==> src/rtl/fita_pkg.sv <==
// Shared types and constants for the free ID allocator tree.
package fita_pkg;

  // Command codes on the cmd field
  localparam logic [1:0] CMD_GET     = 2'd0;
  localparam logic [1:0] CMD_CHECK   = 2'd1;
  localparam logic [1:0] CMD_RELEASE = 2'd2;

  // Register index, taken from paddr[2]
  localparam logic REG_MAX_NUMBERS = 1'b0;

  typedef enum logic [2:0] {
    ST_SWEEP,
    ST_IDLE,
    ST_DOWN,
    ST_WB,
    ST_UP,
    ST_OUT
  } fita_state_t;

  // Control shared by every level cell
  typedef struct packed {
    logic sweep;   // rebuild pass: write the reset pattern
    logic follow;  // descend along the given ID instead of the lowest free one
  } fita_ctrl_t;

endpackage

==> src/rtl/fita_cell.sv <==
// One tree level: the child pairs of all nodes at level K, with descent and refresh handoff.
module fita_cell #(
  parameter int K      = 0,
  parameter int LEVELS = 10,
  parameter int LIM_W  = 11,
  parameter int SW     = 9,
  localparam int AW    = (K > 0) ? K : 1
) (
  input  logic                clk,
  input  logic                rst,
  input  fita_pkg::fita_ctrl_t ctrl,
  input  logic [LIM_W-1:0]    limit,
  input  logic [SW-1:0]       sidx,
  input  logic                dir,
  input  logic                go_in,
  input  logic [AW-1:0]       node_in,
  output logic                go_out,
  output logic [K:0]          node_out,
  output logic                hit,
  input  logic                up_in_vld,
  input  logic                up_in_val,
  output logic                up_out_vld,
  output logic                up_out_val
);
  import fita_pkg::*;

  localparam int DEPTH = 1 << AW;
  localparam int SH    = LEVELS - 1 - K;
  localparam int CW    = LEVELS + 1;

  // bit 0 is the left child, bit 1 the right child
  logic [1:0]    mem [DEPTH];
  logic [1:0]    rdata;
  logic [AW-1:0] node_reg;
  logic          pend;
  logic          side;
  logic          c;
  logic [1:0]    pair_new;
  logic [1:0]    sweep_pair;
  logic [CW-1:0] sw_base;
  logic [CW-1:0] node_lo;
  logic [CW-1:0] node_hi;
  logic          we;
  logic [AW-1:0] waddr;
  logic [1:0]    wdata;

  // reset pattern: a node is free if its first leaf lies below the limit
  assign sw_base    = (K > 0) ? (CW'(sidx[AW-1:0]) << 1) : '0;
  assign node_lo    = sw_base << SH;
  assign node_hi    = (sw_base | CW'(1)) << SH;
  assign sweep_pair = {node_hi < CW'(limit), node_lo < CW'(limit)};

  // direction: left when free, or the ID's own bit
  assign c        = ctrl.follow ? dir : ~rdata[0];
  assign hit      = rdata[c];
  assign go_out   = pend;
  assign node_out = (K + 1)'({node_reg, c});

  // refresh: replace the chosen child with the value from below
  assign pair_new = side ? {up_in_val, rdata[0]} : {rdata[1], up_in_val};

  assign we    = ctrl.sweep | up_in_vld;
  assign waddr = ctrl.sweep ? sidx[AW-1:0] : node_reg;
  assign wdata = ctrl.sweep ? sweep_pair : pair_new;

  // pair memory
  always_ff @(posedge clk) begin
    if (we) begin
      mem[waddr] <= wdata;
    end
    if (go_in && !ctrl.sweep) begin
      rdata <= mem[node_in];
    end
  end

  // path node and chosen side, held for the refresh
  always_ff @(posedge clk) begin
    if (go_in) begin
      node_reg <= node_in;
    end
    if (pend) begin
      side <= c;
    end
    up_out_val <= |pair_new;
  end

  // handoff strobes
  always_ff @(posedge clk) begin
    if (rst) begin
      pend       <= 1'b0;
      up_out_vld <= 1'b0;
    end else begin
      pend       <= go_in & ~ctrl.sweep;
      up_out_vld <= up_in_vld & ~ctrl.sweep;
    end
  end

endmodule

==> src/rtl/free_id_allocator_tree.sv <==
// Top level of the free ID allocator: level cell chain, sequencer, register port.
//
// Hands out the lowest free ID below max_numbers (cmd get), tests one ID (check) or
// frees one (release); every accepted word gives exactly one result word. The tree
// lives in a chain of LEVELS = clog2(NUM_IDS) cells, one per level, each holding the
// child pairs of its level in a small memory. A command walks down the chain one
// level per cycle and, when it changes a leaf, refreshes the ancestors back up the
// chain one level per cycle. A check, a failed get, an out-of-range release or an
// unused command only walks down before its result is loaded; a granted get or an
// in-range release also writes the leaf and refreshes back up to the root first.
// One command is in flight at a time; a result may wait in the output register
// while the next word is taken. After reset and after every write of max_numbers the
// tree is rebuilt by a sweep pass over every node index with in_stall high, after
// which every ID below the limit is free.
module free_id_allocator_tree #(
  parameter int  NUM_IDS = 1024,
  localparam int ID_W    = $clog2(NUM_IDS),
  localparam int LIM_W   = $clog2(NUM_IDS + 1)
) (
  input  logic            clk,
  input  logic            rst,
  // command channel
  input  logic            in_valid,
  output logic            in_stall,
  input  logic [1:0]      cmd,
  input  logic [ID_W-1:0] number,
  // result channel
  output logic            out_valid,
  input  logic            out_stall,
  output logic [ID_W-1:0] number_out,
  output logic            ok,
  // register port
  input  logic            psel,
  input  logic            penable,
  input  logic            pwrite,
  input  logic [2:0]      paddr,
  input  logic [31:0]     pwdata,
  output logic [31:0]     prdata,
  output logic            pready
);
  import fita_pkg::*;

  localparam int LEVELS = ID_W;
  localparam int SW     = (LEVELS > 1) ? LEVELS - 1 : 1;

  fita_state_t       state, state_next;
  fita_ctrl_t        ctrl;
  logic [SW-1:0]     cnt;
  logic [LIM_W-1:0]  max_numbers;
  logic [LIM_W-1:0]  limit;
  logic              cfg_wr;
  logic              acc;
  logic [1:0]        cmd_reg;
  logic [ID_W-1:0]   number_reg;
  logic              in_range;
  logic [ID_W-1:0]   res_num;
  logic              res_ok;
  logic              wb_val;
  logic              out_load;
  logic              up_start;

  // leaf evaluation
  logic              ev_ok;
  logic              ev_wr;
  logic              ev_val;
  logic [ID_W-1:0]   ev_num;

  // chain handoff
  logic [LEVELS:0]   dn_go;
  logic [LEVELS-1:0] dn_node [1:LEVELS];
  logic [LEVELS-1:0] hit_vec;
  logic [LEVELS:0]   up_v;
  logic [LEVELS:0]   up_val;

  // register port
  assign pready = 1'b1;
  assign cfg_wr = psel & penable & pwrite & (paddr[2] == REG_MAX_NUMBERS);
  assign prdata = (paddr[2] == REG_MAX_NUMBERS) ? 32'(max_numbers) : '0;

  always_ff @(posedge clk) begin
    if (rst) begin
      max_numbers <= LIM_W'(NUM_IDS);
    end else if (cfg_wr) begin
      max_numbers <= pwdata[LIM_W-1:0];
    end
  end

  // limits above the ID count saturate
  assign limit    = (max_numbers > LIM_W'(NUM_IDS)) ? LIM_W'(NUM_IDS) : max_numbers;
  assign in_range = LIM_W'(number_reg) < limit;

  // rebuild sweep counter
  always_ff @(posedge clk) begin
    if (rst || cfg_wr) begin
      cnt <= '0;
    end else if (state == ST_SWEEP) begin
      cnt <= cnt + 1'b1;
    end
  end

  // command capture
  assign acc = in_valid & ~in_stall;

  always_ff @(posedge clk) begin
    if (acc) begin
      cmd_reg    <= cmd;
      number_reg <= number;
    end
  end

  // outcome at the leaf cell
  always_comb begin
    ev_ok  = 1'b0;
    ev_wr  = 1'b0;
    ev_val = 1'b0;
    ev_num = number_reg;
    unique case (cmd_reg)
      CMD_GET: begin
        ev_ok  = hit_vec[LEVELS-1];
        ev_wr  = hit_vec[LEVELS-1];
        ev_num = hit_vec[LEVELS-1] ? dn_node[LEVELS] : '0;
      end
      CMD_CHECK: begin
        ev_ok = in_range & hit_vec[LEVELS-1];
      end
      CMD_RELEASE: begin
        ev_ok  = in_range;
        ev_wr  = in_range;
        ev_val = 1'b1;
      end
      default: begin
        ev_ok = 1'b0;
      end
    endcase
  end

  always_ff @(posedge clk) begin
    if (state == ST_DOWN && dn_go[LEVELS]) begin
      res_num <= ev_num;
      res_ok  <= ev_ok;
      wb_val  <= ev_val;
    end
  end

  // state register
  always_ff @(posedge clk) begin
    if (rst) begin
      state <= ST_SWEEP;
    end else begin
      state <= state_next;
    end
  end

  // next state
  always_comb begin
    state_next = state;
    if (cfg_wr) begin
      state_next = ST_SWEEP;
    end else begin
      unique case (state)
        ST_SWEEP: if (cnt == '1) state_next = ST_IDLE;
        ST_IDLE:  if (acc) state_next = ST_DOWN;
        ST_DOWN: begin
          if (dn_go[LEVELS]) state_next = ev_wr ? ST_WB : ST_OUT;
        end
        ST_WB:    state_next = ST_UP;
        ST_UP:    if (up_v[0]) state_next = ST_OUT;
        ST_OUT:   if (out_load) state_next = ST_IDLE;
        default:  state_next = ST_IDLE;
      endcase
    end
  end

  // state outputs
  always_comb begin
    in_stall    = (state != ST_IDLE);
    ctrl.sweep  = (state == ST_SWEEP);
    ctrl.follow = (cmd_reg != CMD_GET);
    up_start    = (state == ST_WB);
    out_load    = (state == ST_OUT) && (!out_valid || !out_stall);
  end

  // chain ends
  assign dn_go[0]       = acc;
  assign up_v[LEVELS]   = up_start;
  assign up_val[LEVELS] = wb_val;

  // level cells, root first
  for (genvar k = 0; k < LEVELS; k++) begin : g_cell
    localparam int AW = (k > 0) ? k : 1;
    logic [AW-1:0] node_i;
    logic [k:0]    node_o;

    if (k == 0) begin : g_root
      assign node_i = '0;
    end else begin : g_inner
      assign node_i = dn_node[k][AW-1:0];
    end

    assign dn_node[k+1] = LEVELS'(node_o);

    fita_cell #(
      .K      (k),
      .LEVELS (LEVELS),
      .LIM_W  (LIM_W),
      .SW     (SW)
    ) u_cell (
      .clk        (clk),
      .rst        (rst),
      .ctrl       (ctrl),
      .limit      (limit),
      .sidx       (cnt),
      .dir        (number_reg[LEVELS-1-k]),
      .go_in      (dn_go[k]),
      .node_in    (node_i),
      .go_out     (dn_go[k+1]),
      .node_out   (node_o),
      .hit        (hit_vec[k]),
      .up_in_vld  (up_v[k+1]),
      .up_in_val  (up_val[k+1]),
      .up_out_vld (up_v[k]),
      .up_out_val (up_val[k])
    );
  end

  // result register
  always_ff @(posedge clk) begin
    if (rst) begin
      out_valid <= 1'b0;
    end else if (out_load) begin
      out_valid <= 1'b1;
    end else if (!out_stall) begin
      out_valid <= 1'b0;
    end
  end

  always_ff @(posedge clk) begin
    if (out_load) begin
      number_out <= res_num;
      ok         <= res_ok;
    end
  end

endmodule

==> config.mk <==
export PLATFORM = sky130hd
export DESIGN_NAME = free_id_allocator_tree
export DESIGN_NICKNAME = d
export VERILOG_FILES = /design/src/rtl/fita_pkg.sv /design/src/rtl/fita_cell.sv /design/src/rtl/free_id_allocator_tree.sv
export SDC_FILE = /design/constraint.sdc
export NUM_CORES = 2
export LEC_CHECK = 0
export BUFFER_PORTS_ARGS = -buffer_cell sky130_fd_sc_hd__clkbuf_2
export CORE_ASPECT_RATIO = 0.5
export CORE_MARGIN = 8
export CORE_UTILIZATION = 45
export CTS_CLUSTER_SIZE = 12
export DETAILED_ROUTE_END_ITERATION = 10
export PLACE_DENSITY_LB_ADDON = 0.2
export SYNTH_ARGS = -nofsm -noshare
export SYNTH_HDL_FRONTEND = slang
export SYNTH_HIERARCHICAL = 1
export SYNTH_SLANG_ARGS = --single-unit
==> constraint.sdc <==
create_clock -name clk -period 20.3 [get_ports clk]
set_input_delay 5.075 -clock clk [delete_from_list [all_inputs] [get_ports clk]]
set_output_delay 5.075 -clock clk [all_outputs]
set_load 0.01 [all_outputs]
* Word-level counts from Yosys, hierarchy flattened
Memories as Yosys holds them, arrays and structs flattened. A register that Yosys moved wholly into a read port is not among the register bits. Cells that the tools add are included.
Storage, ports and cells: flip-flop bits (word level) 142, bits in writable memories 2048, input bits 54, output and inout port bits 46, memories 10
Operators by class: add/sub/neg operators 1, magnitude comparators 23, eq/ne operators 15, multiplexer cells 78, bitwise logic cells 48, reduce and logical (&&, ||, !) cells 31
Memory list:
- g_cell[9].u_cell.mem | words 512, bits a word 2, rd ports 1, clocked after Yosys merged registers in 1, write ports 1, RTL line fita_cell.sv:32 | logic [1:0] mem [DEPTH];
- g_cell[8].u_cell.mem | words 256, bits a word 2, rd ports 1, clocked after Yosys merged registers in 1, write ports 1, RTL line fita_cell.sv:32
- g_cell[7].u_cell.mem | words 128, bits a word 2, rd ports 1, clocked after Yosys merged registers in 1, write ports 1, RTL line fita_cell.sv:32
- g_cell[6].u_cell.mem | words 64, bits a word 2, rd ports 1, clocked after Yosys merged registers in 1, write ports 1, RTL line fita_cell.sv:32
- g_cell[5].u_cell.mem | words 32, bits a word 2, rd ports 1, clocked after Yosys merged registers in 1, write ports 1, RTL line fita_cell.sv:32
- g_cell[4].u_cell.mem | words 16, bits a word 2, rd ports 1, clocked after Yosys merged registers in 1, write ports 1, RTL line fita_cell.sv:32
- 4 more memories
Operators by type and width (count):
- $lt 10x11->1 | 19
- $mux 2 | 21
- $mux 1 | 37
- $and 1x1->1 | 25
- $mux 11 | 2
- $mux 3 | 7
- $mux 10 | 2
- $reduce_or 2->1 | 10
- $pmux 3 s6 | 1
- $not 1->1 | 13
- $logic_and 1x1->1 | 12
- $gt 11x11->1 const B | 1
- $lt 1x11->1 const A | 1
- $lt 10x11->1 const A | 1
- $or 1x1->1 | 10
- $add 9x1->9 const B | 1
- $eq 9x9->1 const B | 1
- $mux 9 | 1
- $mux 8 | 1
- $ne 2x1->1 const B | 4
- $mux 7 | 1
- $eq 3x2->1 const B | 2
- $eq 3x3->1 const B | 2
- $mux 6 | 1
- other kinds (16) | 20

* Logic depth before layout (Yosys ltp)
depth after elaboration 8, gate-level depth with buffers 17, gate-level depth less buffers 12

* By module
The synthesis kept the hierarchy.
By module, submodules not included:
- fita_cell at g_cell[9].u_cell | times used 1, cells an instance 2703, area an instance 43226.5 µm²
- fita_cell at g_cell[8].u_cell | times used 1, cells an instance 1366, area an instance 22460.3 µm²
- fita_cell at g_cell[7].u_cell | times used 1, cells an instance 720, area an instance 11397.2 µm²
- fita_cell at g_cell[6].u_cell | times used 1, cells an instance 396, area an instance 6105.9 µm²
- fita_cell at g_cell[5].u_cell | times used 1, cells an instance 220, area an instance 3367.0 µm²
- free_id_allocator_tree | times used 1, cells an instance 280, area an instance 2846.5 µm²
- fita_cell at g_cell[4].u_cell | times used 1, cells an instance 137, area an instance 1955.6 µm²
- fita_cell at g_cell[3].u_cell | times used 1, cells an instance 88, area an instance 1202.4 µm²
- fita_cell at g_cell[2].u_cell | times used 1, cells an instance 61, area an instance 779.5 µm²
- fita_cell at g_cell[1].u_cell | times used 1, cells an instance 50, area an instance 569.3 µm²
- fita_cell at g_cell[0].u_cell | times used 1, cells an instance 40, area an instance 501.7 µm²

* Worst setup path after synthesis
OpenSTA, ideal clock, no wires.
path kind register -> register, start register state[0], end memory g_cell[9].u_cell.mem[0][0], data pin, library setup time 2.965 ns, arrival 15.236 ns, data required time 17.335 ns, slack 2.100 ns, stages on the path, launching flop included 7, cell sequence dfxtp_1 -> nor3_4 -> clkbuf_1 -> clkbuf_1 -> clkbuf_1 -> nand2_1 -> o22ai_1
RTL lines:
- from (decl) | RTL line free_id_allocator_tree.sv:46 | fita_state_t state, state_next;
- from (signal assigned) | RTL line free_id_allocator_tree.sv:150 | state <= state_next;
- to (decl) | RTL line fita_cell.sv:32

* Worst setup path after layout
start input port paddr[2], end output port prdata[0]
On the way: word-level cells in the longest chain between the ends 1
RTL lines:
- from (decl) | RTL line free_id_allocator_tree.sv:36 | input logic [2:0] paddr,
- $mux 11 | RTL line free_id_allocator_tree.sv:78 | assign prdata = (paddr[2] == REG_MAX_NUMBERS) ? 32'(max_numbers) : '0;
- to (decl) | RTL line free_id_allocator_tree.sv:38 | output logic [31:0] prdata,
Every way passes these cells.

==> flow_summary.ini <==
[setup_path]
max_stage_delay_ps = 200
critPathMaxFanout = 13
worstSetupEndpointType = output port
crit_type = in -> out
r2r-start = cmd_reg[1]$_DFFE_PP_
crit_top_cell = clkbuf_2
cp_cell_sequence = clkbuf_2 > nor2b_1 > clkbuf_2
critPathTopFamily = buffers and inverters
cpMaxStageDelayCell = clkbuf_2
critPathBufInv = 2
cp-start-kind = input pin
critical_path_arrival_ps = 5600
critPathLaunch = paddr[2]
crit_required_ps = 15230

[clock_tree]
cts_tree = yes
cts_num_sinks = 2209
clk_root_buffer_cell = clkbuf_16
clk_latency_ps = 850
clock_path_buffers = 4
clk_pin_slew_ps = 60
numCtsBuffers = 214
cts-htree-levels = 4
cts_resized = 0
cts-hold-fix-buffers = 0
post-cts-setup-buffers = 0

[power]
p_comb_share_pct = 2.1
p_clk_share_pct = 40.6
p_sw_mw = 1.75
power_density_nw_per_um2 = 85.4
max-vdd-ir-drop_v = 0.0000613
internal-power_mw = 6.98
p_leak_nw = 31.5
seqPwrFrac_pct = 57.3
swShare_pct = 20.1

[timing]
post-route-period-util_pct = 52.6
final.min_clock_period_ps = 10670
worst_slew_pin_slew_ps = 1360
tns_ps = 0
fin_ws_ps = 9630
setup_violations = 0
slew_headroom_pct = 9.32
finalClockSkew_ps = 59.2
finalHoldViolations = 0
report.final.slew_viol_count = 0
fmax_ghz = 0.0937
rsz0062_at_grt = false

[routing]
drt_iter0_drc = 5535
num_vias = 53200
finalWirelength_um = 232000
post_drt_wl_per_cell_um = 26.2
vias_per_cell = 6.01
ant_nets = 0
drc_errors = 0
firstDrtPassIters = 6

[placed_design]
globalplace.congestion = 0.790
place_area_um2 = 96400
port_buffers = 54
dp_hpwl_um = 133000
place_ws_ps = 9640

[die]
die_w_um = 663
core_um2 = 207000
die_h_um = 339
initial_core_util_pct = 45.4
rows = 118
die-area_um2 = 225000
io_pins = 100

[layout]
final_cell_mix = 2156 x edfxtp_1, 1119 x nor2_1, 398 x mux2i_1
seq_area_um2 = 65800
largest_register_ffs = 2046
drive_gt1_share_pct = 12.4
syn_to_final_growth_pct = 8.72
fin_nets = 6122
final_common_cell = edfxtp_1
fin_area_um2 = 102000
num-fill-cells = 17200
multi_input_area_um2 = 25600

[synthesis]
syn-instance-count = 6017
synth_warnings = 6
netlist_area_um2 = 94100
avgSynthCellArea_um2 = 15.6

[worst_hold_path]
worstHoldPathType = reg -> reg
hold_start = res_num[5]$_DFFE_PP_

[global_routing]
grt_overflow = 0
grtUsageTotal_pct = 19.9
grt_pass1_wl_um = 344000
grt_pass1_vias = 54800
antenna_found_initial = 6
grt_max_degree = 265

[run_status]
status = completed

[job]
maxCapViolations = 0
[power by group through the flow]
stage | Combinational (mW) | Sequential, mW | Clock [mW]
finish | 0.186 | 5.00 | 3.55
global route | 0.199 | 5.00 | 3.80
CTS | 0.185 | 5.00 | 3.63
detailed placement | 0.185 | 5.10 | 0
global placement | 0.177 | 5.10 | 0
floorplan | 0.0949 | 5.14 | 0
[worst reg2reg max path: stages (launching register included)]
cell and delay [ps]:
edfxtp_1 430, or2_2 440, o21ai_4 190, buf_12 580, buf_12 900, buf_4 1030, mux4_2 650, a221oi_1 450
a311oi_1 90, nand4_1 390, a21oi_1 130, o21bai_1 160, or4_1 520
[path summary, 6_finish.rpt]
check | to | slack (ps) | depth (start not counted)
max | prdata[0] | 9630 | 3
min | number_out[5]$_DFFE_PP_ | 420 | 0
max reg2reg | g_cell[9].u_cell/rdata[0]$_DFFE_PP_ | 14060 | 12
min reg2reg | number_out[5]$_DFFE_PP_ | 420 | 0
[cell type report]
type	instances	area share, %
tap	2760	3.38
sequential	2209	64.3
multi-input combinational	3322	25.1
inverter	111	0.409
timing repair buffer	153	1.10
antenna	2	0.00489
clock inverter	13	0.0807
clock buffer	285	5.63
[metrics by stage]
| step | total power, mW | hold WS, ps | std cells | utilization, % |
|---|---|---|---|---|
| after CTS | 8.81 | 420 | 8853 | 49.3 |
| final | 8.74 | 421 | 8855 | 49.3 |
| after global placement | 5.28 | 410 | 8555 | 46.5 |
| after global routing | 9.00 | 441 | 8853 | 49.3 |
| after floorplan | 5.23 | 400 | 6039 | - |
| after detailed placement | 5.28 | 408 | 8555 | 46.5 |
[metal layers]
metal / up-vias / wire length, um / track usage, %
met3: 377 / 18000 / 3.57
met5: - / 10 / 0
met4: 2 / 5780 / 5.23
li1: 23200 / - / -
met1: 27600 / 97400 / 27.3
met2: 2029 / 111000 / 32.9
(Power assumes the default switching activity.)
